## config.mk

```make
export PLATFORM = sky130hd
export DESIGN_NAME = tkf_tally_cell
export DESIGN_NICKNAME = d
export VERILOG_FILES = /design/src/hdl/assert_macros.svh /design/src/hdl/tkf_pkg.sv /design/src/hdl/tkf_tally_cell.sv
export SDC_FILE = /design/constraint.sdc
export NUM_CORES = 1
export LEC_CHECK = 0
export ABC_AREA = 1
export BUFFER_PORTS_ARGS = -buffer_cell sky130_fd_sc_hd__buf_2
export CORE_AREA = 2 2 84 86
export CTS_CLUSTER_SIZE = 30
export DETAILED_ROUTE_END_ITERATION = 10
export DIE_AREA = 0 0 86 88
export HOLD_SLACK_MARGIN = 0.1
export PLACE_DENSITY_LB_ADDON = 0.3
export RECOVER_POWER = 50
export SYNTH_ARGS = -nofsm -noshare
export SYNTH_HDL_FRONTEND = slang
export SYNTH_SLANG_ARGS = --single-unit
```

## constraint.sdc

```tcl
create_clock -name clk -period 5.8 [get_ports clk]
set_input_delay 1.16 -clock clk [delete_from_list [all_inputs] [get_ports clk]]
set_output_delay 1.16 -clock clk [all_outputs]
set_load 0.03 [all_outputs]
```

## src/hdl/assert_macros.svh

```systemverilog
// ----------------------------------------------------------------------------
// Assertion macros
// Shared concurrent assertion wrappers; empty when SYNTHESIS is defined.
// ----------------------------------------------------------------------------
`ifndef ASSERT_MACROS_SVH
`define ASSERT_MACROS_SVH

`ifndef SYNTHESIS
`define ASSERT_ALWAYS(lbl, clk, rst_n, prop) \
    lbl: assert property (@(posedge clk) disable iff (!rst_n) prop) \
        else $error("assertion failed");
`define ASSERT_NEVER(lbl, clk, rst_n, prop) \
    lbl: assert property (@(posedge clk) disable iff (!rst_n) !(prop)) \
        else $error("forbidden condition seen");
`else
`define ASSERT_ALWAYS(lbl, clk, rst_n, prop)
`define ASSERT_NEVER(lbl, clk, rst_n, prop)
`endif

`endif

```

## src/hdl/tkf_pkg.sv

```systemverilog
// ----------------------------------------------------------------------------
// Top-k frequent values package
// Shared widths, cell command structs, state codes and the rank key helper.
// ----------------------------------------------------------------------------
package tkf_pkg;

    localparam int VALUE_W  = 32;
    localparam int TOPCNT_W = 5;

    // Commands broadcast to the tally (counting) cells
    typedef struct packed {
        logic update;   // match-and-increment or allocate
        logic shift;    // move every entry one cell toward the head
    } tally_cmd_t;

    // Commands broadcast to the rank (sorting) cells
    typedef struct packed {
        logic insert;   // insert the candidate in sorted position
        logic pop;      // drop the head, move the rest up
        logic clear;    // empty the whole chain
    } rank_cmd_t;

    typedef enum logic [3:0] {
        S_IDLE   = 4'b0001,
        S_UPDATE = 4'b0010,
        S_SCAN   = 4'b0100,
        S_EMIT   = 4'b1000
    } state_t;

    // Signed value mapped to an unsigned ordering key
    function automatic logic [VALUE_W-1:0] order_key(input logic [VALUE_W-1:0] v);
        order_key = {~v[VALUE_W-1], v[VALUE_W-2:0]};
    endfunction

endpackage

```

## src/hdl/tkf_tally_cell.sv

```systemverilog
// ----------------------------------------------------------------------------
// Tally cell
// Holds one distinct value and its saturating count; allocates when it is
// the first free cell and shifts toward the head during the scan.
// ----------------------------------------------------------------------------
module tkf_tally_cell
    import tkf_pkg::*;
#(
    parameter int COUNT_BITS = 16
)
(
    input  logic                  clk,
    input  logic                  rst_n,
    input  tally_cmd_t            cmd,
    input  logic [VALUE_W-1:0]    in_value,
    input  logic                  found,
    input  logic                  prev_valid,
    input  logic                  nxt_valid,
    input  logic [VALUE_W-1:0]    nxt_value,
    input  logic [COUNT_BITS-1:0] nxt_count,
    output logic                  valid,
    output logic [VALUE_W-1:0]    value,
    output logic [COUNT_BITS-1:0] count,
    output logic                  match
);

    logic                  valid_reg, valid_next;
    logic [VALUE_W-1:0]    value_reg, value_next;
    logic [COUNT_BITS-1:0] count_reg, count_next;

    assign match = valid_reg && (value_reg == in_value);

    always_comb
    begin
        valid_next = valid_reg;
        value_next = value_reg;
        count_next = count_reg;
        if (cmd.shift)
        begin
            valid_next = nxt_valid;
            value_next = nxt_value;
            count_next = nxt_count;
        end
        else if (cmd.update)
        begin
            if (match)
            begin
                if (count_reg != {COUNT_BITS{1'b1}})
                    count_next = count_reg + COUNT_BITS'(1);
            end
            else if (!found && !valid_reg && prev_valid)
            begin
                // first free cell takes the new value
                valid_next = 1'b1;
                value_next = in_value;
                count_next = COUNT_BITS'(1);
            end
        end
    end

    always_ff @(posedge clk or negedge rst_n)
    begin
        if (!rst_n)
            valid_reg <= 1'b0;
        else
            valid_reg <= valid_next;
    end

    always_ff @(posedge clk)
    begin
        value_reg <= value_next;
        count_reg <= count_next;
    end

    assign valid = valid_reg;
    assign value = value_reg;
    assign count = count_reg;

endmodule

```

* Word level (Yosys, flattened, before mapping)
Cells that the tools add are included.
** Operators by class
- $add $sub $neg :: 1
- Eq/ne operators :: 4
- Mux-type cells :: 13
- Reductions and logical operators :: 10
** Operators by type and width (number)
- 32-bit two-way mux :: 4
- 16-bit two-way mux :: 5
- 32-bit == test :: 1
- 16-bit by 1-bit adder with 16-bit output, second input constant :: 1
- 16-bit != test, second input constant :: 1
- 3-bit AND reduction :: 2
- 1-bit two-way mux :: 4
- 2-bit nonzero test :: 2
- 1-bit logical AND :: 3
- 3-bit by 2-bit != test with 1-bit output, second input constant :: 1
- 3-bit nonzero test :: 1
- 1-bit zero test :: 2
- 2-bit != test, second input constant :: 1
** Word-level totals
- Register bits :: 49
- Bits of input ports :: 87
- Output and inout bits :: 50
- Word-level logic and storage cells :: 31

* Longest topological paths before layout
Gate-level depths: netlist of the first run.
- Word-level depth :: 7
- Gate-level depth with buffers :: 12
- Depth with buffers taken out :: 12

* Worst setup path after synthesis of the first run
OpenSTA, ideal clock, no wires.
- Path type :: input-to-output
- From :: in in_value[24]
- To :: out match
- Data arrival time :: 2553 ps
- Required time :: 4640 ps
- Path slack :: 2087 ps
- Stages :: 5
- Buffers on the path :: 0
- Path through :: xnor2_1 nand2_1 nor2_1 nand2_1 nor4_1
** On the way
- Longest elaborated chain between the ends :: 2
** Ends and longest elaborated chain
- start: declaration :: RTL line tkf_tally_cell.sv:15 : input logic [VALUE_W-1:0] in_value,
- 32-bit == test :: RTL line tkf_tally_cell.sv:31 : assign match = valid_reg && (value_reg == in_value);
- 1-bit logical AND :: RTL line tkf_tally_cell.sv:31
- end: declaration :: RTL line tkf_tally_cell.sv:24 : output logic match
No other way between the ends.

* Final worst setup path of the first run
- From :: in cmd[0] in the netlist's numbering
- To :: reg value_reg[26] (netlist: value[26]) (data pin)
** On the way
- Longest elaborated chain between the ends :: 1
** Ends and longest elaborated chain
- start: declaration :: RTL line tkf_tally_cell.sv:14 : input tally_cmd_t cmd,
- 32-bit two-way mux :: RTL line tkf_tally_cell.sv:38 : if (cmd.shift)
- via value_next[26] :: RTL line tkf_tally_cell.sv:28 : logic [VALUE_W-1:0] value_reg, value_next;
- end signal: assignment :: RTL line tkf_tally_cell.sv:71 : value_reg <= value_next;
- end: declaration :: RTL line tkf_tally_cell.sv:28
The timed path passes the listed nets, and every way through them passes these cells.
A chain may end at the register's enable or synchronous reset.

==> impl_metrics.tcl, run 1 <==
set metrics [dict create \
    status "finished, violations left" \
    violations "capacitance limit, slew limit" \
    start_util_pct 51.6 \
    worst-path-buf-inv 2 \
    port_buffers 136 \
    fp.dieH_microns 88 \
    synth.distinct_cells 26 \
    worst_setup_path_start_kind "input port" \
    cts_buffers 5 \
    finalCoreUtilization_pct 63.5 \
    crit_fanout 44 \
    wl_met1_microns 4050 \
    netlist_instances 499 \
    slew_violations 45 \
    stdcell_area_sq_um 4220 \
    place.gp.congestion 0.880 \
    worstMarginPinSlew_ps 1710 \
    place_area_sq_um 4180 \
    coreArea_sq_um 6640 \
    clk_latency_ps 310 \
    combPwrFrac_pct 25.3 \
    ant_nets 0 \
    p_sw_share_pct 32.8 \
    cts_sinks 49 \
    clk_pin_slew_worst_paths_ps 90 \
    cpLargestDelayFamily "buffers and inverters" \
    total_power_uw 927 \
    slowest_delay_ps 1200 \
    fmaxAchievable_ghz 0.272 \
    synthToLayoutAreaGrowth_pct 23.0 \
    cp.arrival_ps 3680 \
    powerDensity_nw_per_um2 220 \
    min_period_over_period_pct 63.3 \
    seq_power_share_pct 48.0 \
    syn_avg_cell_area_sq_um 6.88 \
    root_buffer "clkbuf_8" \
    drive_gt1_share_pct 17.6 \
    holdWs_ps 612 \
    nets 722 \
    largest_reg_flops 32 \
    critical_path_class "input port to flip-flop" \
    grt_max_degree 45 \
    postRouteWirelength_microns 9260 \
    synth-seq-area-share_pct 42.7 \
    intPower_uw 623 \
    syn-cell-area_sq_um 3430 \
    htreeDepth 2 \
    cp_common_cell "clkbuf_1" \
    hp-class "input port to asynchronous set/reset pin" \
    ir_drop_v 0.000137 \
    pin_count 137 \
    maxUsedRoutingLayer "met4" \
    n_antenna_cell 0 \
    first_global_vias 3279 \
    dieArea_sq_um 7570 \
    overflow 0 \
    avgRoutedWirePerCell_microns 13.0 \
    grt_antenna_before_repair 0 \
    worstPathRequired_ps 5800 \
    p_sw_uw 304 \
    num_vias 3535 \
    fillers 640 \
    cp_slowest_cell "clkbuf_1" \
    end_kind "flip-flop" \
    synth_nets 587 \
    postCtsSetupRepairBufs 0 \
    wl_met3_microns 729 \
    vias_per_cell 4.94 \
    cts_resized 0 \
    yosysWarningCount 0 \
    skew_ps 6.16 \
    cts_tree "yes" \
    grt_pass1_wl_microns 14400 \
    path_cells "clkbuf_1, clkbuf_1, o21ai_0" \
    synth_seq_cells 49 \
    dr.first_iter.drc_count 340 \
    rsz0062_at_grt "false" \
    cts_hold_buf 0 \
    cap_violations 1 \
    wl_met2_microns 4380 \
    hpwl_microns 7200 \
    slew_headroom_pct -14.2 \
    grt_use_total_pct 24.1 \
    setup_violations 0 \
    cts_buffer_depth 2 \
    dr.pass1.iters 5 \
    finalHoldViolations 0 \
    cellLeakagePower_nw 2.17 \
    min_period_ps 3670 \
    drc 0 \
    fin_setup_tns_ps 0 \
    rows 30 \
    p_clk_share_pct 26.7 \
    die_w_microns 86 \
]
==> worst register-to-register path, stage by stage, from the launching register on <==
cell	delay (ps)
edfxtp_1	430
ha_1	210
nand2_1	60
nor2_1	220
nand2_1	140
nor2_1	210
nand3_1	120
nor2_1	140
nand4_1	110
nand2_1	90
inv_1	280
==> placed cells by master (no fill, tap or decap) <==
cell type,Yosys,routed
nor3_1,1,1
clkbuf_1,8,52
nor2_1,61,61
a21oi_1,2,2
nor3_2,1,1
clkinv_1,0,1
buf_4,0,1
nor4_1,1,1
nor2_2,2,2
xnor2_1,5,5
o21ai_0,37,37
xor2_1,9,9
ha_1,1,1
o21ai_2,9,9
nand2_2,5,5
bufinv_16,0,1
or2_2,1,1
nand2_1,200,200
and3_1,1,1
nand3_2,1,1
nand3_1,10,10
nand4_1,10,10
a31oi_1,1,1
inv_1,78,78
nand3b_1,4,4
buf_2,1,86
edfxtp_1,48,48
dfrtp_1,1,1
clkbuf_8,0,5
==> synthesized netlist by cell type <==
cell | count | area [sq um]
nand4_1 | 10 | 62.6
nor2_1 | 61 | 229
edfxtp_1 | 48 | 1440
or2_2 | 1 | 6.26
o21ai_0 | 37 | 185
nor3_2 | 1 | 10.0
dfrtp_1 | 1 | 25.0
inv_1 | 78 | 293
nor4_1 | 1 | 6.26
and3_1 | 1 | 6.26
buf_6 | 1 | 11.3
o21ai_2 | 9 | 78.8
a21oi_1 | 2 | 10.0
ha_1 | 1 | 12.5
nand3_1 | 10 | 50.1
clkbuf_1 | 8 | 30.0
nand3_2 | 1 | 10.0
xor2_1 | 9 | 78.8
nand2_2 | 5 | 31.3
a31oi_1 | 1 | 6.26
nand2_1 | 200 | 751
xnor2_1 | 5 | 43.8
buf_2 | 1 | 5.00
nor3_1 | 1 | 5.00
nor2_2 | 2 | 12.5
nand3b_1 | 4 | 30.0
==> kinds of logic (layout without fill, tap and decap cells) <==
| family | Yosys count | after routing | synth area share, % |
|---|---|---|---|
| buf+inv | 88 | 224 | 9.88 |
| simple gates | 298 | 298 | 35.3 |
| xor+xnor | 14 | 14 | 3.57 |
| flops | 49 | 49 | 42.7 |
| fa+ha+maj | 1 | 1 | 0.365 |
| compound gates | 49 | 49 | 8.17 |
==> power by group through the flow <==
| stage | combinational (mW) | sequential (mW) | clock, mW |
|---|---|---|---|
| 5_1_grt | 0.260 | 0.448 | 0.266 |
| 3_3_place_gp | 0.235 | 0.450 | 0 |
| 4_1_cts | 0.241 | 0.444 | 0.250 |
| 3_5_place_dp | 0.239 | 0.452 | 0 |
| 2_1_floorplan | 0.107 | 0.498 | 0 |
| 6_report | 0.235 | 0.445 | 0.248 |
==> cell type report <==
cell class              instances  area (sq um)  area share, %
inverters                      78           293           6.94
multi-input cells             362          1630           38.5
repair buffers                138           629           14.9
well taps                      80           100           2.37
clock buffers                   6          72.6           1.72
clock inverters                 2          33.8          0.800
flip-flops and latches         49          1470           34.7
==> final timing paths <==
path / from / to / slack, ps / cells past startpoint
max in group asynchronous: rst_n / valid$_DFFE_PN0P_ / 5100 / 1
worst max register to register: count[0]$_DFFE_PP_ / count[14]$_DFFE_PP_ / 3430 / 10
min in group clk: valid$_DFFE_PN0P_ / valid$_DFFE_PN0P_ / 670 / 2
worst max-delay path: cmd[0] / value[26]$_DFFE_PP_ / 2130 / 3
worst min register to register: valid$_DFFE_PN0P_ / valid$_DFFE_PN0P_ / 670 / 2
worst min-delay path: rst_n / valid$_DFFE_PN0P_ / 610 / 1
==> metrics by stage <==
stage | std cells | setup WS, ps
floorplan | 499 | 2090
global placement | 707 | 2220
detailed placement | 707 | 2210
CTS | 715 | 2200
global route | 715 | 1700
finish | 715 | 2130
==> metal layers <==
layer	global-route usage [%]	vias up
li1	-	1823
met1	30.8	1550
met2	41.9	151
met3	5.00	11
met4	5.92	0
met5	0	-
No activity file was read; power rests on OpenSTA's default activity.
==> run 2, diff against run 1 <==
--- a/config.mk
+++ b/config.mk
@@ -5,12 +5,12 @@
 export SDC_FILE = /design/constraint.sdc
 export NUM_CORES = 1
 export LEC_CHECK = 0
-export ABC_AREA = 1
+export ABC_AREA = 0
 export BUFFER_PORTS_ARGS = -buffer_cell sky130_fd_sc_hd__buf_2
-export CORE_AREA = 2 2 84 86
+export CORE_AREA = 2 2 85 87
 export CTS_CLUSTER_SIZE = 30
 export DETAILED_ROUTE_END_ITERATION = 10
-export DIE_AREA = 0 0 86 88
+export DIE_AREA = 0 0 87 89
 export HOLD_SLACK_MARGIN = 0.1
 export PLACE_DENSITY_LB_ADDON = 0.3
 export RECOVER_POWER = 50
==> constraint.sdc (replaced) <==
create_clock -name clk -period 3.3 [get_ports clk]
set_input_delay 0.66 -clock clk [delete_from_list [all_inputs] [get_ports clk]]
set_output_delay 0.66 -clock clk [all_outputs]
set_load 0.03 [all_outputs]
==> impl_metrics.tcl, run 2 <==
set metrics [dict create \
    dr.first_iter.drc_count 72 \
    finalHoldViolations 0 \
    synth_flop_cell "edfxtp_1" \
    yosysTopAreaCell "edfxtp_1" \
    powerDensity_nw_per_um2 404 \
    cp_common_cell "buf_2" \
    synthTopCellsByArea "edfxtp_1, mux2_1, xnor2_1" \
    holdWs_ps 120 \
    synth-seq-area-share_pct 52.3 \
    hp-class "input port to asynchronous set/reset pin" \
    cts_tree "yes" \
    largest_reg_flops 32 \
    p_clk_share_pct 23.7 \
    path_cells "buf_2, xnor2_1, nand4_1, nor4_4, nand2_1, nor3_1, buf_2" \
    dp_cells 440 \
    cellLeakagePower_nw 1.42 \
    hpwl_microns 5230 \
    port_buffers 136 \
    p_sw_share_pct 30.3 \
    cts_resized 0 \
    skew_ps 8.40 \
    crit_fanout 3 \
    grt_use_total_pct 17.3 \
    coreArea_sq_um 6720 \
    netlist.area_leader.share_pct 51.4 \
    synth_nets 315 \
    fp.dieH_microns 89 \
    postCtsSetupRepairBufs 0 \
    reg2reg_from "count[0]$_DFFE_PP_" \
    rows 30 \
    fmaxAchievable_ghz 0.364 \
    total_power_mw 1.45 \
    dr.pass1.iters 4 \
    cp_slowest_cell "nor4_4" \
    start_util_pct 41.8 \
    root_buffer "clkbuf_8" \
    slew_headroom_pct 31.4 \
    combPwrFrac_pct 22.7 \
    yosysMostFrequentCell "edfxtp_1" \
    fin_setup_tns_ps 0 \
    rsz0062_at_grt "false" \
    cts_hold_buf 0 \
    stdcell_area_sq_um 3600 \
    setup_ws_ps 550 \
    syn_avg_cell_area_sq_um 12.4 \
    drc 0 \
    grt_antenna_before_repair 0 \
    ant_nets 0 \
    setup_violations 0 \
    p_sw_uw 441 \
    min_period_ps 2750 \
    drive_gt1_share_pct 32.9 \
    synth_edf_count 48 \
    nets 455 \
    pin_count 137 \
    die_w_microns 87 \
    seq_power_share_pct 53.7 \
    critical_path_class "input port to output port" \
    layout_commonest_cell "buf_2" \
    finalCoreUtilization_pct 53.5 \
    dieArea_sq_um 7740 \
    netlist_instances 227 \
    clk_latency_ps 300 \
    min_period_over_period_pct 83.3 \
    synth.distinct_cells 35 \
    synthArstFlopShare_pct 2.04 \
    first_global_vias 2218 \
    worstMarginPinSlew_ps 1030 \
    cts_buffer_depth 2 \
    end_kind "output port" \
    synth_common_cells "edfxtp_1, xnor2_1, mux2_1, nand2_1" \
    clk_pin_slew_worst_paths_ps 90 \
    postRouteWirelength_microns 6660 \
    worstPathRequired_ps 2640 \
    worst-path-buf-inv 2 \
    stdcell_count 448 \
    slowest_delay_ps 450 \
    htreeDepth 2 \
    pre_cts_ws_ps 575 \
    avgRoutedWirePerCell_microns 14.9 \
    cts_buffers 5 \
    critPathLaunch "in_value[4]" \
    synth_seq_cells 49 \
    place_area_sq_um 3580 \
    yosysWarningCount 0 \
    num_vias 2263 \
    grt_max_degree 34 \
    syn-cell-area_sq_um 2810 \
    cp.arrival_ps 2090 \
    overflow 0 \
    cts_sinks 49 \
    n_antenna_cell 0 \
    final_cell_mix "buf_2, clkbuf_1, edfxtp_1, xnor2_1, mux2_1" \
    slew_violations 0 \
    cap_violations 0 \
    ir_drop_v 0.000198 \
    vias_per_cell 5.05 \
    place.gp.congestion 0.835 \
    status "complete, no violations" \
    cpLargestDelayFamily "simple AND/OR/NAND/NOR gates" \
    worst_setup_path_start_kind "input port" \
    intPower_mw 1.01 \
    grt_pass1_wl_microns 10200 \
    synthToLayoutAreaGrowth_pct 28.2 \
]
[run 2: cells by family after synthesis]
logic type | count (synthesis) | synth area share (%)
AO/OA/AOI/OAI | 27 | 7.00
multiplexers | 28 | 11.2
XOR/XNOR | 42 | 13.1
buffers and inverters | 19 | 2.90
adder cells (fa/ha/maj) | 1 | 0.446
flip-flops | 49 | 52.3
AND/OR/NAND/NOR | 61 | 13.1
[run 2: path summary, 6_finish.rpt]
kind / end / slack (ps) / cells after the start
max: match / 550 / 7
min: valid$_DFFE_PN0P_ / 120 / 1
max reg2reg: count[0]$_DFFE_PP_ / 1000 / 7
min reg2reg: valid$_DFFE_PN0P_ / 630 / 2
max in group asynchronous: valid$_DFFE_PN0P_ / 3100 / 1
min in group clk: valid$_DFFE_PN0P_ / 600 / 3
[run 2: power groups by stage]
| stage | combinational (mW) | sequential, mW | clock [mW] |
|---|---|---|---|
| 6_report | 0.330 | 0.781 | 0.344 |
| 5_1_grt | 0.358 | 0.787 | 0.374 |
| 4_1_cts | 0.346 | 0.779 | 0.351 |
| 3_5_place_dp | 0.345 | 0.793 | 0 |
| 3_3_place_gp | 0.341 | 0.791 | 0 |
| 2_1_floorplan | 0.128 | 0.877 | 0 |
[run 2: cell type report]
type / count / area, sq um
clock buffers: 6 / 72.6
well taps: 80 / 100
repair buffers: 140 / 644
multi-input cells: 159 / 1260
inverters: 12 / 45.0
clock inverters: 2 / 10.0
fillers: 635 / 3120
flip-flops and latches: 49 / 1470
[run 2: per-layer routing]
layer	global-route usage [%]	share of wire [%]	vias up
met4	7.10	2.6	0
li1	-	-	1108
met1	20.4	41	1066
met5	0	0	-
met2	31.0	50	76
met3	3.60	6.4	13
[run 2: worst reg2reg max path, cell delays in order (launching register included)]
cell and delay (ps):
edfxtp_1 430, ha_1 240, nand4_2 150, nor2_2 200, nand3_1 130, or4b_1 500
o22a_1 190, buf_4 200
