**config.mk**
```make
export PLATFORM = sky130hd
export DESIGN_NAME = tkf_rank_cell
export DESIGN_NICKNAME = d
export VERILOG_FILES = /design/src/hdl/assert_macros.svh /design/src/hdl/tkf_pkg.sv /design/src/hdl/tkf_rank_cell.sv
export SDC_FILE = /design/constraint.sdc
export NUM_CORES = 1
export LEC_CHECK = 0
export BUFFER_PORTS_ARGS = -buffer_cell sky130_fd_sc_hd__buf_2
export CORE_MARGIN = 8
export CORE_UTILIZATION = 46
export DETAILED_ROUTE_END_ITERATION = 10
export GPL_TIMING_DRIVEN = 0
export MAX_ROUTING_LAYER = met4
export PLACE_DENSITY = 0.85
export SLEW_MARGIN = 20
export SYNTH_ARGS = -nofsm -noshare
export SYNTH_HDL_FRONTEND = slang
export SYNTH_SLANG_ARGS = --single-unit
```
**constraint.sdc**
```tcl
create_clock -name clk -period 4.9 [get_ports clk]
set_input_delay 0.98 -clock clk [delete_from_list [all_inputs] [get_ports clk]]
set_output_delay 0.98 -clock clk [all_outputs]
set_load 0.05 [all_outputs]
```
**src/hdl/assert_macros.svh**
```systemverilog
// ----------------------------------------------------------------------------
// Assertion macros
// Shared concurrent assertion wrappers; empty when SYNTHESIS is defined.
// ----------------------------------------------------------------------------
`ifndef ASSERT_MACROS_SVH
`define ASSERT_MACROS_SVH

`ifndef SYNTHESIS
`define ASSERT_ALWAYS(lbl, clk, rst_n, prop) \
    lbl: assert property (@(posedge clk) disable iff (!rst_n) prop) \
        else $error("assertion failed");
`define ASSERT_NEVER(lbl, clk, rst_n, prop) \
    lbl: assert property (@(posedge clk) disable iff (!rst_n) !(prop)) \
        else $error("forbidden condition seen");
`else
`define ASSERT_ALWAYS(lbl, clk, rst_n, prop)
`define ASSERT_NEVER(lbl, clk, rst_n, prop)
`endif

`endif

```
**src/hdl/tkf_pkg.sv**
```systemverilog
// ----------------------------------------------------------------------------
// Top-k frequent values package
// Shared widths, cell command structs, state codes and the rank key helper.
// ----------------------------------------------------------------------------
package tkf_pkg;

    localparam int VALUE_W  = 32;
    localparam int TOPCNT_W = 5;

    // Commands broadcast to the tally (counting) cells
    typedef struct packed {
        logic update;   // match-and-increment or allocate
        logic shift;    // move every entry one cell toward the head
    } tally_cmd_t;

    // Commands broadcast to the rank (sorting) cells
    typedef struct packed {
        logic insert;   // insert the candidate in sorted position
        logic pop;      // drop the head, move the rest up
        logic clear;    // empty the whole chain
    } rank_cmd_t;

    typedef enum logic [3:0] {
        S_IDLE   = 4'b0001,
        S_UPDATE = 4'b0010,
        S_SCAN   = 4'b0100,
        S_EMIT   = 4'b1000
    } state_t;

    // Signed value mapped to an unsigned ordering key
    function automatic logic [VALUE_W-1:0] order_key(input logic [VALUE_W-1:0] v);
        order_key = {~v[VALUE_W-1], v[VALUE_W-2:0]};
    endfunction

endpackage

```
**src/hdl/tkf_rank_cell.sv**
```systemverilog
// ----------------------------------------------------------------------------
// Rank cell
// One slot of a sorted insertion chain ordered by descending (count, value).
// ----------------------------------------------------------------------------
module tkf_rank_cell
    import tkf_pkg::*;
#(
    parameter int COUNT_BITS = 16
)
(
    input  logic                  clk,
    input  logic                  rst_n,
    input  rank_cmd_t             cmd,
    input  logic                  cand_valid,
    input  logic [VALUE_W-1:0]    cand_value,
    input  logic [COUNT_BITS-1:0] cand_count,
    input  logic                  prev_wins,
    input  logic                  prev_valid,
    input  logic [VALUE_W-1:0]    prev_value,
    input  logic [COUNT_BITS-1:0] prev_count,
    input  logic                  nxt_valid,
    input  logic [VALUE_W-1:0]    nxt_value,
    input  logic [COUNT_BITS-1:0] nxt_count,
    output logic                  wins,
    output logic                  valid,
    output logic [VALUE_W-1:0]    value,
    output logic [COUNT_BITS-1:0] count
);

    logic                  valid_reg, valid_next;
    logic [VALUE_W-1:0]    value_reg, value_next;
    logic [COUNT_BITS-1:0] count_reg, count_next;

    // candidate ranks strictly above this slot (an empty slot ranks lowest)
    assign wins = cand_valid &&
                  (!valid_reg ||
                   ({cand_count, order_key(cand_value)} >
                    {count_reg, order_key(value_reg)}));

    always_comb
    begin
        valid_next = valid_reg;
        value_next = value_reg;
        count_next = count_reg;
        priority if (cmd.clear)
        begin
            valid_next = 1'b0;
        end
        else if (cmd.pop)
        begin
            valid_next = nxt_valid;
            value_next = nxt_value;
            count_next = nxt_count;
        end
        else if (cmd.insert && wins)
        begin
            if (prev_wins)
            begin
                // push down: take the upper neighbor's entry
                valid_next = prev_valid;
                value_next = prev_value;
                count_next = prev_count;
            end
            else
            begin
                valid_next = 1'b1;
                value_next = cand_value;
                count_next = cand_count;
            end
        end
    end

    always_ff @(posedge clk or negedge rst_n)
    begin
        if (!rst_n)
            valid_reg <= 1'b0;
        else
            valid_reg <= valid_next;
    end

    always_ff @(posedge clk)
    begin
        value_reg <= value_next;
        count_reg <= count_next;
    end

    assign valid = valid_reg;
    assign value = value_reg;
    assign count = count_reg;

endmodule

```
# After elaboration in Yosys (flattened, before gate mapping)
# Index checks and enable logic that the tools add are counted.
dict set report totals {
  register_bits 49
  in_bits 153
  out_inout_bits 50
  elab_cells 24
}
dict set report op_classes {
  magnitude_cmp 1
  mux 10
  bitwise 3
  reduce_logical 7
}
# cell n
set op_table {}
lappend op_table {{$mux 32} 3}
lappend op_table {{$gt 48x48->1} 1}
lappend op_table {{$mux 16} 3}
lappend op_table {{$mux 1} 4}
lappend op_table {{$not 1->1} 3}
lappend op_table {{$reduce_bool 3->1} 1}
lappend op_table {{$logic_and 1x1->1} 2}
lappend op_table {{$reduce_and 2->1} 1}
lappend op_table {{$reduce_bool 2->1} 1}
lappend op_table {{$logic_not 1->1} 1}
lappend op_table {{$logic_or 1x1->1} 1}

# Depth between registers and ports, before layout
# Gate-level depths: netlist of the first run.
dict set report depth {
  depth_word 8
  mapped_depth 10
  ltp_nobuf 10
}

# Worst setup path after synthesis of the first run
# OpenSTA, ideal clock, no wires.
dict set report synth_path {
  kind {in2reg}
  startpoint {input port cand_value[31]}
  endpoint {register count_reg[0] (netlist: count[0]) (enable)}
  setup_ns 0.454
  arrival_time_ns 4.242
  required_time_ns 4.446
  path_slack_ns 0.204
  path_stages 9
  n_path_buf 0
  path_cell_list {inv_1 -> ha_1 -> nand4_1 -> nor4_1 -> and3_1 -> o41ai_1 -> nand3_1 -> a31oi_1 -> nor2_1}
}
dict set report synth_via {
  elab_chain_cells 7
}
# element line
set synth_lines {}
lappend synth_lines {{start, declared} tkf_rank_cell.sv:15} ;# input logic [VALUE_W-1:0] cand_value,
lappend synth_lines {{$not 1->1} tkf_pkg.sv:32} ;# order_key = {~v[VALUE_W-1], v[VALUE_W-2:0]};
lappend synth_lines {{$gt 48x48->1} tkf_rank_cell.sv:37} ;# ({cand_count, order_key(cand_value)} >
lappend synth_lines {{$logic_or 1x1->1} tkf_rank_cell.sv:36} ;# (!valid_reg ||
lappend synth_lines {{$logic_and 1x1->1} tkf_rank_cell.sv:35} ;# assign wins = cand_valid &&
lappend synth_lines {{$logic_and 1x1->1} tkf_rank_cell.sv:55} ;# else if (cmd.insert && wins)
lappend synth_lines {{$reduce_bool 2->1 (no source line)} --}
lappend synth_lines {{$reduce_and 2->1 (no source line)} --}
lappend synth_lines {{end signal, assigned} tkf_rank_cell.sv:84} ;# count_reg <= count_next;
lappend synth_lines {{end, declared} tkf_rank_cell.sv:32} ;# logic [COUNT_BITS-1:0] count_reg, count_next;
# No other way between the ends.
# A chain may end at the register's enable or synchronous reset.

# Worst setup path after layout of the first run
dict set report layout_path {
  startpoint {input port cand_value[30]}
  endpoint {output port wins}
}
dict set report layout_via {
  elab_chain_cells 3
}
# element line
set layout_lines {}
lappend layout_lines {{$gt 48x48->1} tkf_rank_cell.sv:37}
lappend layout_lines {{$logic_or 1x1->1} tkf_rank_cell.sv:36}
lappend layout_lines {{$logic_and 1x1->1} tkf_rank_cell.sv:35}
lappend layout_lines {{end, declared} tkf_rank_cell.sv:24} ;# output logic wins,
# No other way between the ends.

==> results.toml, run 1 <==
[run_status]
status = "complete, no violations"

[die]
num_rows = 32
fp.dieW_um = 105.9
initial_core_util_pct = 47.86
io_pins = 203
die_height_um = 105.9
core_sq_um = 7767
dieArea_sq_um = 11210

[clock_network]
numCtsBuffers = 5
root_buffer = "clkbuf_8"
htreeDepth = 2
clkTransAtPathRegs_ns = 0.09
ctsHoldBuffers = 0
cts_buffer_depth = 2
cts_tree = "yes"
cts_setup_buffers = 0
insertion_delay_ns = 0.29
ctsResizeCount = 0
cts_sinks = 49

[finish]
final_cell_mix = "201 x buf_2, 59 x nand2_1, 51 x inv_1, 51 x o21ai_0"
stdcell_count = 704
diodes = 0
nets = 802
largest_reg_flops = 32
area_growth_syn_to_layout_pct = 33.25
final_util_pct = 63.77
design_area_sq_um = 4954
drive_gt1_share_pct = 34.88
final_common_cell = "buf_2"

[critical_path]
critPathArrivalTime_ns = 3.22
critical_path.max_fanout = 4
cp_slowest_stage_delay_ns = 0.45
end_kind = "primary output"
crit_chain = "buf_2 > ha_1 > nand4_1 > nor4_1 > nand3_1 > o31a_1 > a31oi_1 > nand3_1 > and2_1 > buf_2"
path_class = "input pin to primary output"
r2r_cells = 10
start_kind = "input pin"
slowest_stage = "nor4_1"
critPathRequiredTime_ns = 3.92

[route]
num_vias = 3683
routed_via_density = 5.232
first_iter_violations = 180
antenna_left = 0
dr.pass1.iters = 5
drt_wl_total_um = 12160
detail_route.wl_per_cell_um = 17.27
drc = 0

[power]
ir_drop_mv = 0.1225
p_leak_nw = 2.558
power_density_nw_per_um2 = 226.2

[synth]
synth-async-reset-ratio_pct = 2.041
ys_ff_latch = 49
netlist_area_sq_um = 3717
synthFlopType = "edfxtp_1"
syn_nets = 594
syn_area_per_cell_sq_um = 9.459
synthCells = 393
yosysSeqAreaShare_pct = 39.45
ys_warn_count = 0
synth_edf_count = 48
ys_types = 34

[sta]
worst_pin_slew_ns = 0.7934
whs_ns = 0.4433
period_needed_ns = 4.203
rsz0062_at_grt = "false"
drv_slew = 0
slew_headroom_pct = 47.11
fmax_ghz = 0.2379
finalClockSkew_ns = 0.01126
hold_violations = 0
setup_viol = 0
post-route-period-util_pct = 85.78

[grt]
grt_use_met2_pct = 39.10
met3_usage_pct = 4.952
busiest_layer = "met2"
grt-ovfl-total = 0
antenna_found_initial = 0
grt_pass1_vias = 4059
grt_max_degree = 27
use_met1_pct = 23.01
grt_pass1_wl_um = 19240
grt_use_total_pct = 21.50

[placed_design]
dpl.hpwl_um = 10340
place_area_sq_um = 4873
place_congestion = 0.8217
portBuffers = 200
post-place-cells = 696

[job]
max_cap_violations = 0

[min_path]
hp-class = "input pin to async pin"
==> area by class of cell <==
class	count	area, sq um
buffer	17	72.57
clock buffer	8	80.08
fill	686	2814
inverter	51	191.4
multi-input combinational	276	1994
sequential	49	1466
tap	102	127.6
timing repair buffer	201	1021
==> report_power, final <==
part	switching, W	internal, W
clock	0.000132	0.000102
sequential	0.0000129	0.000496
combinational	0.000239	0.000138
total	0.000384	0.000736
==> cells in the mapped netlist (4+ instances only) <==
master | number | share of area, %
nor2_1 | 5 | 0.50
nand4_1 | 12 | 2.0
a21oi_1 | 17 | 2.3
ha_1 | 48 | 16
mux2i_1 | 48 | 13
edfxtp_1 | 48 | 39
inv_1 | 51 | 5.1
buf_1 | 4 | 0.40
o21ai_0 | 51 | 6.9
nand3_1 | 7 | 0.94
nand2_1 | 59 | 6.0
clkbuf_1 | 11 | 1.1
==> worst max-delay path: cells and delay by family <==
| family | cells | cell delay [ns] |
|---|---|---|
| simple gates | 5 | 1.21 |
| compound gates | 2 | 0.40 |
| fa+ha+maj | 1 | 0.31 |
| buf+inv | 2 | 0.32 |
==> metrics by stage <==
stage	setup WS [ns]	total power, W	setup TNS, ns
floorplan	0.2041	0.0007529	0
global placement	-1.184	0.0008788	-56.69
detailed placement	0.6401	0.0008964	0
CTS	0.6430	0.001130	0
global route	0.4506	0.001181	0
finish	0.6967	0.001120	0
==> kinds of logic (layout without fill, tap and decap cells) <==
logic type      after synthesis  in the layout  share of synthesized area (%)
compound gates               88             88                          13.23
fa+ha+maj                    48             48                          16.16
buf+inv                      68            277                          7.102
flops                        49             49                          39.45
mux                          48             48                          12.92
simple gates                 92             92                          11.14
==> layer usage <==
metal	part of all wire (%)	vias up	wire length, um
met2	53	153	6404
met1	40	1694	4807
met5	0	-	0
li1	-	1826	-
met4	1.2	0	145
met3	6.6	10	797
==> final timing paths <==
path | slack (ns) | to | startpoint
min reg2reg | 0.69 | valid | valid
max | 0.70 | wins | cand_value[30]
max reg2reg | 1.70 | value[19] | value[30]
min | 0.44 | valid | rst_n
min in group clk | 0.69 | valid | valid
max in group asynchronous | 4.37 | valid | rst_n
(Power assumes the default switching activity.)
==> inputs of run 2 (changes only) <==
--- a/config.mk
+++ b/config.mk
@@ -6,12 +6,15 @@
 export NUM_CORES = 1
 export LEC_CHECK = 0
 export BUFFER_PORTS_ARGS = -buffer_cell sky130_fd_sc_hd__buf_2
+export CELL_PAD_IN_SITES_DETAIL_PLACEMENT = 1
+export CELL_PAD_IN_SITES_GLOBAL_PLACEMENT = 1
+export CORE_ASPECT_RATIO = 0.8
 export CORE_MARGIN = 8
-export CORE_UTILIZATION = 46
+export CORE_UTILIZATION = 32
 export DETAILED_ROUTE_END_ITERATION = 10
 export GPL_TIMING_DRIVEN = 0
 export MAX_ROUTING_LAYER = met4
-export PLACE_DENSITY = 0.85
+export PLACE_DENSITY = 0.83
 export SLEW_MARGIN = 20
 export SYNTH_ARGS = -nofsm -noshare
 export SYNTH_HDL_FRONTEND = slang
==> constraint.sdc (replaced) <==
create_clock -name clk -period 4.7 [get_ports clk]
set_input_delay 0.94 -clock clk [delete_from_list [all_inputs] [get_ports clk]]
set_output_delay 0.94 -clock clk [all_outputs]
set_load 0.05 [all_outputs]
==> run 2 against run 1 <==
Against the previous run: combinational power grew 7.7%; routed wire length up 16%; first-iteration DRC count decreased by 51%; critical path type unchanged; largest power group unchanged; core utilization down 19 points; count of clock-buffer cells in the layout decreased by 2; via count is 3.0% higher; sequential cell count stayed put.
==> results.toml, run 2 (synthesized netlist as in run 1, its figures left out) <==
[run_status]
status = "complete, no violations"

[grt]
grt_max_degree = 20
grt_pass1_vias = 4392
grt-ovfl-total = 0
antenna_found_initial = 0
grt_use_total_pct = 18.50
grt_pass1_wl_um = 22130

[placed_design]
portBuffers = 200
place_congestion = 0.7961
pre_cts_ws_ns = 0.4421
dpl.hpwl_um = 12010
post-place-cells = 743

[finish]
stdcell_count = 750
nets = 803
area_growth_syn_to_layout_pct = 37.16
final_cell_mix = "201 x buf_2, 59 x nand2_1, 51 x inv_1, 51 x o21ai_0"
final_common_cell = "buf_2"
diodes = 0
fillCellCount = 1402
largest_reg_flops = 32
drive_gt1_share_pct = 35.05

[route]
drc = 0
routed_via_density = 5.060
dr.pass1.iters = 4
num_vias = 3795
detail_route.wl_per_cell_um = 18.84
antenna_left = 0
drt_wl_total_um = 14130
first_iter_violations = 88

[clock_network]
htreeDepth = 2
ctsResizeCount = 0
cts_setup_buffers = 0
root_buffer = "clkbuf_16"
cts_sinks = 49
cts_tree = "yes"
insertion_delay_ns = 0.29
clkTransAtPathRegs_ns = 0.06
cts_buffer_depth = 2
numCtsBuffers = 5
ctsHoldBuffers = 0

[die]
core_sq_um = 11430
die_height_um = 112.4
dieArea_sq_um = 15340
initial_core_util_pct = 32.52
num_rows = 35
fp.dieW_um = 136.5
io_pins = 203

[sta]
worst_pin_slew_ns = 0.8293
finalClockSkew_ns = 0.006410
whs_ns = 0.4177
hold_violations = 0
fin_ws_ns = 0.4840
slew_headroom_pct = 44.71
fmax_ghz = 0.2372
drv_slew = 0
post-route-period-util_pct = 89.70
rsz0062_at_grt = "false"
period_needed_ns = 4.216
setup_viol = 0

[critical_path]
end_kind = "primary output"
slowest_stage = "nor4_1"
path_class = "input pin to primary output"
crit_chain = "buf_2 > ha_1 > nand4_1 > nor4_1 > nand3_1 > and3_1 > o41ai_1 > nand3_1 > and2_1 > buf_2"
critPathArrivalTime_ns = 3.28
critical_path.max_fanout = 4
start_kind = "input pin"
cp_slowest_stage_delay_ns = 0.55
critPathRequiredTime_ns = 3.76

[job]
max_cap_violations = 0

[min_path]
hp-class = "input pin to async pin"

[power]
ir_drop_mv = 0.1061
power_density_nw_per_um2 = 253.4
p_leak_nw = 2.599
power_w = 0.001292
run 2: cell count changes in the layout (fill, tap and decap cells not counted):
| cell | delta |
|---|---|
| buf_12 | -1 |
| buf_16 | +2 |
| clkbuf_1 | -2 |
| clkbuf_16 | +5 |
| clkbuf_8 | -5 |
| clkinv_1 | +1 |
run 2: final timing paths:
check / depth (start not counted) / endpoint / slack [ns] / from
max: 10 / wins / 0.48 / cand_value[13]
min: 1 / valid / 0.42 / rst_n
max reg2reg: 12 / value[25] / 1.33 / value[11]
min reg2reg: 2 / valid / 0.72 / valid
max in group asynchronous: 1 / valid / 4.20 / rst_n
min in group clk: 2 / valid / 0.72 / valid
run 2: per-layer routing:
metal	up-vias	part of all wire [%]	GRT usage, %	routed length [um]
li1	1832	-	-	-
met1	1814	42	20.51	5904
met2	139	51	33.38	7198
met3	10	6.5	4.286	916
met4	0	0.76	2.995	108
met5	-	0	-	0
run 2: final cells by class:
class	instances	area, sq um	share of cell area, %
timing repair buffer	202	1056	20.71
inverter	51	191.4	3.755
buffer	17	72.57	1.423
sequential	49	1466	28.76
clock buffer	6	128.9	2.528
multi-input combinational	276	1994	39.12
clock inverter	1	3.754	0.07362
tap	148	185.2	3.632
run 2: power by group:
group          switching, W  internal [W]
clock network      0.000161      0.000193
logic              0.000257      0.000149
registers         0.0000139      0.000517
run 2: stage by stage:
stage,area [sq um],util [%],setup TNS [ns]
floorplan,3717,-,0
global placement,4903,42.90,-83.88
detailed placement,4966,43.45,0
CTS,5099,44.61,0
global route,5099,44.61,0
finish,5099,44.61,0
run 2: worst max-delay path: cells and delay by family:
kind / cells / cell delay [ns]
buf+inv: 2 / 0.32
fa+ha+maj: 1 / 0.31
compound gates: 1 / 0.11
simple gates: 6 / 1.61
==> inputs of run 3 (changes only) <==
--- a/config.mk
+++ b/config.mk
@@ -7,14 +7,14 @@
 export LEC_CHECK = 0
 export BUFFER_PORTS_ARGS = -buffer_cell sky130_fd_sc_hd__buf_2
 export CELL_PAD_IN_SITES_DETAIL_PLACEMENT = 1
-export CELL_PAD_IN_SITES_GLOBAL_PLACEMENT = 1
+export CELL_PAD_IN_SITES_GLOBAL_PLACEMENT = 2
 export CORE_ASPECT_RATIO = 0.8
 export CORE_MARGIN = 8
-export CORE_UTILIZATION = 32
+export CORE_UTILIZATION = 25
 export DETAILED_ROUTE_END_ITERATION = 10
 export GPL_TIMING_DRIVEN = 0
 export MAX_ROUTING_LAYER = met4
-export PLACE_DENSITY = 0.83
+export PLACE_DENSITY = 0.84
 export SLEW_MARGIN = 20
 export SYNTH_ARGS = -nofsm -noshare
 export SYNTH_HDL_FRONTEND = slang
==> run 3 against run 2 <==
Against the previous run: routed wire length shrank 0.97%; sequential cell count unchanged; count of clock-buffer cells in the layout stayed put; core utilization is 9.6 points lower; clock power increased by 18%; register-to-register slack improved by 0.13 ns; non-clock buffer count did not move; worst setup slack worse by 0.15 ns; cell area grew 1.5%; power grew 4.5%; critical endpoint unchanged; highest routed layer unchanged.
==> results.toml, run 3 (synthesized netlist as in run 1, its figures left out) <==
[sta]
whs_ns = 0.4122
slew_headroom_pct = 42.72
rsz0062_at_grt = "false"
fin_setup_tns_ns = 0
fmax_ghz = 0.2293
drv_slew = 0
setup_viol = 0
post-route-period-util_pct = 92.80
finalClockSkew_ns = 0.01069
hold_violations = 0
period_needed_ns = 4.362
worst_pin_slew_ns = 0.8591

[critical_path]
r2r_slack_ns = 1.46
crit_family = "simple AND/OR/NAND/NOR gates"
slowest_stage = "nor4_1"
r2r-start = "value[15]"
end_kind = "primary output"
critPathArrivalTime_ns = 3.42
critPathRequiredTime_ns = 3.76
start_kind = "input pin"
r2r_cells = 11
crit_chain = "buf_2 > ha_1 > nand4_1 > nor4_1 > nand3_1 > and3_1 > o41ai_1 > nand3_1 > and2_1 > buf_2"
critical_path_buf_inv_count = 2
path_class = "input pin to primary output"
r2r_end = "value[23]"
cp_slowest_stage_delay_ns = 0.61
critical_path.max_fanout = 4

[die]
initial_core_util_pct = 25.18
core_sq_um = 14760
num_rows = 40
dieArea_sq_um = 19050
fp.dieW_um = 152.3
io_pins = 203
die_height_um = 125.1

[grt]
grt-ovfl-total = 0
grt_max_degree = 25
grt_use_total_pct = 15.11
grt_pass1_wl_um = 22450
antenna_found_initial = 1
grt_pass1_vias = 4215

[clock_network]
htreeDepth = 2
ctsResizeCount = 0
numCtsBuffers = 5
cts_setup_buffers = 0
cts_tree = "yes"
ctsHoldBuffers = 0
cts_buffer_depth = 2
cts_sinks = 49
clkTransAtPathRegs_ns = 0.06
insertion_delay_ns = 0.30
root_buffer = "clkbuf_16"

[power]
p_leak_nw = 2.609
ir_drop_mv = 0.1253
power_w = 0.001350
power_density_nw_per_um2 = 260.8

[finish]
nets = 803
stdcell_count = 793
fillCellCount = 1803
regArea_sq_um = 1466
area_growth_syn_to_layout_pct = 39.21
multi_input_comb_area_sq_um = 1994
final_common_cell = "buf_2"
largest_reg_flops = 32
drive_gt1_share_pct = 35.16
final_cell_mix = "201 x buf_2, 59 x nand2_1, 51 x inv_1, 51 x o21ai_0"
design_area_sq_um = 5175

[placed_design]
portBuffers = 200
post-place-cells = 784
place_congestion = 0.8049
place_area_sq_um = 5010
dpl.hpwl_um = 11910

[route]
drc = 0
detail_route.wl_per_cell_um = 17.64
first_iter_violations = 94
routed_via_density = 4.671
num_vias = 3704
drt_wl_total_um = 13990
dr.pass1.iters = 4
antenna_left = 0

[run_status]
status = "complete, no violations"

[min_path]
hp-class = "input pin to async pin"

[job]
max_cap_violations = 0
-- run 3: changes by cell type in the layout (fill, tap and decap cells not counted) --
cell,delta
bufinv_16,+1
diode_2,+1
buf_12,+1
buf_16,-1
-- run 3: metal layers --
| metal | GRT usage (%) | up-vias | share of wire, % | wire [um] |
|---|---|---|---|---|
| met5 | - | - | 0 | 0 |
| met4 | 2.933 | 0 | 0.66 | 93 |
| met3 | 4.509 | 8 | 6.3 | 888 |
| met2 | 26.03 | 123 | 48 | 6704 |
| met1 | 17.21 | 1740 | 45 | 6304 |
| li1 | - | 1833 | - | - |
-- run 3: worst max-delay path by stage --
stage,end,slack [ns],start,depth (start not counted)
finish,wins,0.34,cand_value[15],10
global route,wins,0.15,cand_value[15],10
CTS,wins,0.35,cand_value[15],10
detailed placement,wins,0.35,cand_value[15],10
global placement,value[28],-1.85,cand_value[30],9
floorplan,count[0],0.04,cand_value[31],9
-- run 3: per-stage QoR --
step / worst slack [ns] / utilization [%]
after floorplan: 0.04406 / -
after global placement: -1.845 / 33.56
after detailed placement: 0.3495 / 33.93
after CTS: 0.3471 / 35.03
after global routing: 0.1496 / 35.05
final: 0.3383 / 35.05
-- run 3: area by class of cell --
type | count | area share [%]
multi-input combinational | 276 | 38.54
clock buffer | 6 | 2.490
inverter | 51 | 3.699
antenna | 1 | 0.04836
sequential | 49 | 28.34
clock inverter | 2 | 0.6528
tap | 189 | 4.570
timing repair buffer | 202 | 20.26
buffer | 17 | 1.402
-- run 3: power breakdown --
| group | internal [W] | switching, W | total [W] |
|---|---|---|---|
| clock | 0.000250 | 0.000168 | 0.000418 |
| combinational | 0.000147 | 0.000254 | 0.000401 |
| sequential | 0.000517 | 0.0000132 | 0.000530 |
